$ cat src/sle_pkg.sv
// ============================================================================
// sle_pkg
// Operation and status codes shared by the sorted list engine.
// ============================================================================
package sle_pkg;

   typedef enum logic [1:0] {
      OP_INSERT  = 2'd0,
      OP_DELETE  = 2'd1,
      OP_REVERSE = 2'd2,
      OP_READ    = 2'd3
   } op_type;

   typedef enum logic [2:0] {
      ST_INSERTED  = 3'd0,
      ST_DELETED   = 3'd1,
      ST_NOT_FOUND = 3'd2,
      ST_EMPTY     = 3'd3,
      ST_FULL      = 3'd4,
      ST_REVERSED  = 3'd5,
      ST_ENTRY     = 3'd6
   } status_type;

   localparam int unsigned DATA_W = 32;

endpackage

$ cat src/sorted_list_engine_unit.sv
// ============================================================================
// sorted_list_engine_unit
// Ordered list of signed 32-bit values held in a single-port-read RAM.
// ============================================================================
// The list lives in one RAM with one write port and one registered read port,
// so every visited entry is first read and then evaluated and written back.
// An insert walks to its slot and shifts the tail up, a delete finds the value
// and shifts the tail down, a reverse swaps pairs from both ends inward, and a
// read-out emits one word per entry, held back by any stall on the result side.
// An insert into a full table, or a delete, reverse or read-out on an empty
// list, finishes without touching the RAM. One request word is worked on at a
// time; the next one is taken as soon as the engine is back in its idle state,
// even while the final result word still waits in the output register.
module sorted_list_engine_unit #(
   parameter int DEPTH = 16
) (
   input  logic               clock,
   input  logic               reset,
   input  logic               req_valid,
   output logic               req_ready,
   input  logic [1:0]         req_op,
   input  logic signed [31:0] req_value,
   output logic               rsp_valid,
   input  logic               rsp_ready,
   output logic [2:0]         rsp_status,
   output logic signed [31:0] rsp_entry_value,
   output logic               rsp_last
);
   import sle_pkg::*;

   localparam int AW = (DEPTH > 1) ? $clog2(DEPTH) : 1;
   localparam int CW = $clog2(DEPTH + 1);

   typedef enum logic [3:0] {
      S_IDLE,
      S_INS_RD,
      S_INS_EV,
      S_SH_RD,
      S_SH_EV,
      S_DEL_RD,
      S_DEL_EV,
      S_DS_RD,
      S_DS_EV,
      S_REV_LO_RD,
      S_REV_HI_RD,
      S_REV_WR_LO,
      S_REV_WR_HI,
      S_OUT_RD,
      S_OUT_EV,
      S_DONE
   } state_type;

   state_type          state_ff, state_in;
   logic [CW-1:0]      count_ff, count_in;
   logic [CW-1:0]      idx_ff, idx_in;
   logic [CW-1:0]      hi_ff, hi_in;
   logic [CW-1:0]      idx_nx;
   logic [DATA_W-1:0]  carry_ff, carry_in;
   logic signed [31:0] val_ff, val_in;
   status_type         res_status_ff, res_status_in;
   logic [DATA_W-1:0]  res_value_ff, res_value_in;
   logic               rsp_valid_ff, rsp_valid_in;
   status_type         rsp_status_ff, rsp_status_in;
   logic [DATA_W-1:0]  rsp_value_ff, rsp_value_in;
   logic               rsp_last_ff, rsp_last_in;

   logic               wr_en;
   logic [AW-1:0]      wr_addr;
   logic [DATA_W-1:0]  wr_data;
   logic               rd_en;
   logic [AW-1:0]      rd_addr;
   logic [DATA_W-1:0]  rd_data;
   logic               out_free;
   logic               stop;

   sle_ram #(
      .WIDTH (DATA_W),
      .DEPTH (DEPTH)
   ) u_ram (
      .clock   (clock),
      .wr_en   (wr_en),
      .wr_addr (wr_addr),
      .wr_data (wr_data),
      .rd_en   (rd_en),
      .rd_addr (rd_addr),
      .rd_data (rd_data)
   );

   assign req_ready       = (state_ff == S_IDLE);
   assign rsp_valid       = rsp_valid_ff;
   assign rsp_status      = rsp_status_ff;
   assign rsp_entry_value = rsp_value_ff;
   assign rsp_last        = rsp_last_ff;

   assign out_free = !rsp_valid_ff || rsp_ready;
   assign idx_nx   = idx_ff + CW'(1);
   assign stop     = (idx_ff == '0) ? (val_ff < $signed(rd_data))
                                    : !($signed(rd_data) < val_ff);

   always_comb begin
      state_in      = state_ff;
      count_in      = count_ff;
      idx_in        = idx_ff;
      hi_in         = hi_ff;
      carry_in      = carry_ff;
      val_in        = val_ff;
      res_status_in = res_status_ff;
      res_value_in  = res_value_ff;
      rsp_valid_in  = rsp_valid_ff && !rsp_ready;
      rsp_status_in = rsp_status_ff;
      rsp_value_in  = rsp_value_ff;
      rsp_last_in   = rsp_last_ff;
      wr_en         = 1'b0;
      wr_addr       = idx_ff[AW-1:0];
      wr_data       = carry_ff;
      rd_en         = 1'b0;
      rd_addr       = idx_ff[AW-1:0];

      unique case (state_ff)
         S_IDLE: begin
            if (req_valid) begin
               val_in       = req_value;
               idx_in       = '0;
               res_value_in = '0;
               unique case (op_type'(req_op))
                  OP_INSERT: begin
                     if (count_ff == CW'(DEPTH)) begin
                        res_status_in = ST_FULL;
                        state_in      = S_DONE;
                     end else if (count_ff == '0) begin
                        carry_in = req_value;
                        state_in = S_SH_RD;
                     end else begin
                        state_in = S_INS_RD;
                     end
                  end
                  OP_DELETE: begin
                     if (count_ff == '0) begin
                        res_status_in = ST_EMPTY;
                        state_in      = S_DONE;
                     end else begin
                        state_in = S_DEL_RD;
                     end
                  end
                  OP_REVERSE: begin
                     hi_in         = count_ff - CW'(1);
                     res_status_in = ST_REVERSED;
                     if (count_ff <= CW'(1)) begin
                        state_in = S_DONE;
                     end else begin
                        state_in = S_REV_LO_RD;
                     end
                  end
                  OP_READ: begin
                     if (count_ff == '0) begin
                        res_status_in = ST_EMPTY;
                        state_in      = S_DONE;
                     end else begin
                        state_in = S_OUT_RD;
                     end
                  end
                  default: state_in = S_IDLE;
               endcase
            end
         end
         S_INS_RD: begin
            rd_en    = 1'b1;
            state_in = S_INS_EV;
         end
         S_INS_EV: begin
            idx_in = idx_nx;
            if (stop) begin
               wr_en    = 1'b1;
               wr_data  = val_ff;
               carry_in = rd_data;
               state_in = S_SH_RD;
            end else if (idx_nx == count_ff) begin
               carry_in = val_ff;
               state_in = S_SH_RD;
            end else begin
               state_in = S_INS_RD;
            end
         end
         S_SH_RD: begin
            if (idx_ff == count_ff) begin
               wr_en         = 1'b1;
               count_in      = count_ff + CW'(1);
               res_status_in = ST_INSERTED;
               state_in      = S_DONE;
            end else begin
               rd_en    = 1'b1;
               state_in = S_SH_EV;
            end
         end
         S_SH_EV: begin
            wr_en    = 1'b1;
            carry_in = rd_data;
            idx_in   = idx_nx;
            state_in = S_SH_RD;
         end
         S_DEL_RD: begin
            rd_en    = 1'b1;
            state_in = S_DEL_EV;
         end
         S_DEL_EV: begin
            if (rd_data == val_ff) begin
               state_in = S_DS_RD;
            end else if (idx_nx == count_ff) begin
               res_status_in = ST_NOT_FOUND;
               state_in      = S_DONE;
            end else begin
               idx_in   = idx_nx;
               state_in = S_DEL_RD;
            end
         end
         S_DS_RD: begin
            if (idx_nx == count_ff) begin
               count_in      = count_ff - CW'(1);
               res_status_in = ST_DELETED;
               res_value_in  = val_ff;
               state_in      = S_DONE;
            end else begin
               rd_en    = 1'b1;
               rd_addr  = idx_nx[AW-1:0];
               state_in = S_DS_EV;
            end
         end
         S_DS_EV: begin
            wr_en    = 1'b1;
            wr_data  = rd_data;
            idx_in   = idx_nx;
            state_in = S_DS_RD;
         end
         S_REV_LO_RD: begin
            rd_en    = 1'b1;
            state_in = S_REV_HI_RD;
         end
         S_REV_HI_RD: begin
            carry_in = rd_data;
            rd_en    = 1'b1;
            rd_addr  = hi_ff[AW-1:0];
            state_in = S_REV_WR_LO;
         end
         S_REV_WR_LO: begin
            wr_en    = 1'b1;
            wr_data  = rd_data;
            state_in = S_REV_WR_HI;
         end
         S_REV_WR_HI: begin
            wr_en   = 1'b1;
            wr_addr = hi_ff[AW-1:0];
            idx_in  = idx_nx;
            hi_in   = hi_ff - CW'(1);
            if (hi_ff > idx_ff + CW'(2)) begin
               state_in = S_REV_LO_RD;
            end else begin
               state_in = S_DONE;
            end
         end
         S_OUT_RD: begin
            rd_en    = 1'b1;
            state_in = S_OUT_EV;
         end
         S_OUT_EV: begin
            if (out_free) begin
               rsp_valid_in  = 1'b1;
               rsp_status_in = ST_ENTRY;
               rsp_value_in  = rd_data;
               rsp_last_in   = (idx_nx == count_ff);
               if (idx_nx == count_ff) begin
                  state_in = S_IDLE;
               end else begin
                  idx_in   = idx_nx;
                  state_in = S_OUT_RD;
               end
            end
         end
         S_DONE: begin
            if (out_free) begin
               rsp_valid_in  = 1'b1;
               rsp_status_in = res_status_ff;
               rsp_value_in  = res_value_ff;
               rsp_last_in   = 1'b1;
               state_in      = S_IDLE;
            end
         end
         default: state_in = S_IDLE;
      endcase
   end

   always_ff @(posedge clock) begin
      if (reset) begin
         state_ff     <= S_IDLE;
         count_ff     <= '0;
         rsp_valid_ff <= 1'b0;
      end else begin
         state_ff     <= state_in;
         count_ff     <= count_in;
         rsp_valid_ff <= rsp_valid_in;
      end
      idx_ff        <= idx_in;
      hi_ff         <= hi_in;
      carry_ff      <= carry_in;
      val_ff        <= val_in;
      res_status_ff <= res_status_in;
      res_value_ff  <= res_value_in;
      rsp_status_ff <= rsp_status_in;
      rsp_value_ff  <= rsp_value_in;
      rsp_last_ff   <= rsp_last_in;
   end

endmodule

$ cat src/sle_ram.sv
// ============================================================================
// sle_ram
// Generic single-write, single-read RAM with a registered read port.
// ============================================================================
module sle_ram #(
   parameter int WIDTH = 32,
   parameter int DEPTH = 16
) (
   input  logic                                  clock,
   input  logic                                  wr_en,
   input  logic [((DEPTH > 1) ? $clog2(DEPTH) : 1)-1:0] wr_addr,
   input  logic [WIDTH-1:0]                      wr_data,
   input  logic                                  rd_en,
   input  logic [((DEPTH > 1) ? $clog2(DEPTH) : 1)-1:0] rd_addr,
   output logic [WIDTH-1:0]                      rd_data
);

   logic [WIDTH-1:0] mem_ff [DEPTH];
   logic [WIDTH-1:0] rd_data_ff;

   always_ff @(posedge clock) begin
      if (wr_en) begin
         mem_ff[wr_addr] <= wr_data;
      end
      if (rd_en) begin
         rd_data_ff <= mem_ff[rd_addr];
      end
   end

   assign rd_data = rd_data_ff;

endmodule
$ cat config.mk
export PLATFORM = sky130hd
export DESIGN_NAME = sorted_list_engine_unit
export DESIGN_NICKNAME = d
export VERILOG_FILES = /design/src/sle_pkg.sv /design/src/sorted_list_engine_unit.sv /design/src/sle_ram.sv
export SDC_FILE = /design/constraint.sdc
export NUM_CORES = 1
export LEC_CHECK = 0
export BUFFER_PORTS_ARGS = -buffer_cell sky130_fd_sc_hd__clkbuf_2
export CORE_ASPECT_RATIO = 1.1
export CORE_MARGIN = 2
export CORE_UTILIZATION = 35
export DETAILED_ROUTE_END_ITERATION = 10
export PLACE_DENSITY = 0.55
export SYNTH_ARGS = -nofsm -noshare
export SYNTH_HDL_FRONTEND = slang
export SYNTH_SLANG_ARGS = --single-unit
$ cat constraint.sdc
create_clock -name clock -period 6.6 [get_ports clock]
set_input_delay 1.32 -clock clock [delete_from_list [all_inputs] [get_ports clock]]
set_output_delay 1.32 -clock clock [all_outputs]
set_load 0.05 [all_outputs]
==> metrics.yaml <==
run_status:
  status: "finished, final reports clean"
route:
  vias: 16955
  vias_per_cell: 5.55
  first_iter_violations: 1812
  firstDrtPassIters: 6
  drc: 0
  wire_per_inst_um: 26.8
  ant_nets: 0
  totalWireLength_um: 81800
worst_setup_path:
  setup.worst_path.start_class: "register"
  arrival_ns: 5.40
  criticalPathCategory: "register to register"
  cp.required_ns: 6.93
  crit_path_end_kind: "register"
  max_stage_delay_ns: 1.11
  critPathTopFamily: "simple AND/OR/NAND/NOR gates"
  crit_path_top_delay_cell: "nor4bb_1"
  worstPathMaxFanout: 24
  path_buf_inv: 1
  crit_chain: "nor4bb_1, mux2i_1, a22o_1, a211o_1, a31oi_4, or3_1, buf_12, o22ai_1, or4_1"
synthesis:
  syn-instance-count: 1837
  synth_area_leaders: "edfxtp_1, mux2i_1, o22ai_1"
  synthTopCellsByCount: "edfxtp_1, mux2i_1, o22ai_1"
  synth_edf_count: 689
  yosys_warnings: 0
  synthFlopType: "edfxtp_1"
  synth.most_common_cell: "edfxtp_1"
  postSynthAreaPerCell_um2: 16.0
  yosysSeqAreaShare_pct: 71.0
  synth.distinct_cells: 72
  yosys.area.top_type: "edfxtp_1"
  synth_nets: 1920
  synth_async_sr_flop_share_pct: 0
  netlist_area_um2: 29400
  synth.top_cell.area_share_pct: 70.4
  ys_ff_latch: 699
placed_design:
  dp_hpwl_um: 45600
  place_worst_setup_slack_ns: 1.66
  dp_cells: 2928
  place_congestion: 0.818
  port_buffers: 75
die:
  die_h_um: 308
  io_pins: 76
  rows: 111
  die_area_um2: 86400
  core_area_um2: 83300
  initial_core_util_pct: 35.3
  chipWidth_um: 280
job:
  max-cap-violations: 0
power:
  p_per_area_nw_per_um2: 512
  leakage_nw: 11.5
  power_mw: 17.1
  vdd_drop_max_v: 0.000411
sta:
  drv_slew: 0
  fmaxAchievable_mhz: 197
  layout_setup_ws_ns: 1.53
  slew_headroom_pct: 17.7
  setup_viol: 0
  rsz0062_at_grt: "no"
  fin_crit_ns: 5.07
  worst_pin_slew_ns: 1.22
  hold_viol_final: 0
  period_share_pct: 76.8
  fin_skew_ns: 0.0271
  setup-tns-final_ns: 0
clock_network:
  htree_levels: 3
  cts_buffers: 72
  postCtsHoldBufs: 0
  cts_sinks: 699
  postCtsSetupRepairBufs: 0
  clk_pin_slew_ns: 0.06
  clock_latency_ns: 0.63
  cts_resized: 0
  cts_buffer_depth: 3
  cts_root_buffer: "clkbuf_16"
  cts_tree: "built"
final_layout:
  n_antenna_cell: 0
  nets: 2012
  drive_above_1_share_pct: 15.6
  syn_to_final_growth_pct: 13.3
  layoutNonFillerInstCount: 3055
min_path:
  hold_class: "register to register"
global_routing:
  antenna_found_initial: 3
  grt_use_total_pct: 18.8
  grt_pass1_vias: 16904
  grt_overflow_total: 0
  grt_pass1_wl_um: 117000
  grt_max_degree: 121
## cell usage in the layout, fill, tap and decap left out, types with 5 or more instances in the layout
cell type  synthesis  layout
clkinv_1           0      11
nand4_1           14      14
a21o_1            14      14
nor3_2             0      16
clkbuf_16          0      72
nand3_1           12       8
a21oi_1           24      24
nor4_1             5       5
a31oi_1           12      12
clkinv_2           0      14
o21ai_0           15      13
o22ai_1          131     131
buf_4             15      48
xnor2_1           17      17
dfxtp_1           10      10
o21a_1             5       5
xor2_1             6       6
nor3_1            32      16
or4_1             32      32
edfxtp_1         689     689
nor3b_1            7       7
nand2b_1           5       5
inv_6              0       7
inv_1             49      48
clkbuf_1          42      14
a221o_1           65      65
nor2b_1           37      37
nor2_1            80      77
nand2_1           31      29
clkbuf_2           1      75
ha_1              45      45
mux2i_1          260     260
and2_1            37      37
mux2_2            33      33
## area by class of cell
class	instances	area, um^2
Clock buffer	86	1850
Clock inverter	41	354
Fill cell	7546	50000
Inverter	49	184
Multi-Input combinational cell	981	7910
Sequential cell	699	20900
Tap cell	1073	1340
Timing Repair Buffer	126	796
## registers in the layout, indices dropped and copies added, names as in the netlist, 32 cells and up
| register | cells |
|---|---|
| u_ram.rd_data | 32 |
| res_value_ff | 32 |
| u_ram.mem_ff | 512 |
| carry_ff | 32 |
| rsp_entry_value | 32 |
| val_ff | 32 |
## metal layers
layer  vias up  global-route usage [%]  part of all wire [%]
met5         -                       0                0.0098
met4         2                    6.34                   2.6
met3       107                    3.01                   6.6
met2       652                    31.4                    49
met1      8703                    25.0                    42
li1       7491                       -                     -
## cell families after synthesis
family                     synth area share, %
buffers and inverters                     2.67
adders and majority gates                 1.91
and+or+nand+nor                           6.05
xor gates and xnor gates                 0.740
muxes                                     10.1
AOI/OAI and AO/OA                         7.48
DFF                                       71.0
## power by group
group / internal (mW) / switching (mW) / leakage (nW) / total, mW
Sequential: 6.80 / 0.425 / 6.36 / 7.22
Clock: 2.18 / 1.70 / 1.09 / 3.88
Combinational: 1.91 / 4.06 / 4.03 / 5.97
Total: 10.9 / 6.19 / 11.5 / 17.1
## metrics by stage
| stage | util [%] | hold slack (ns) | instance area (um^2) |
|---|---|---|---|
| after global routing | 40.0 | 0.538 | 33300 |
| after floorplan | - | 0.482 | 29400 |
| final | 40.0 | 0.519 | 33300 |
| after detailed placement | 37.3 | 0.501 | 31100 |
| after CTS | 40.0 | 0.523 | 33300 |
| after global placement | 37.3 | 0.500 | 31100 |
## worst paths after layout
kind         cells after the start               end  slack (ns)             start
max                              9  u_ram.rd_data[6]        1.53       state_ff[3]
min reg2reg                      1     rsp_status[1]        0.52  res_status_ff[1]
min                              1     rsp_status[1]        0.52  res_status_ff[1]
max reg2reg                      9  u_ram.rd_data[6]        1.53       state_ff[3]
Note: power is estimated with default switching activity, not from simulation.
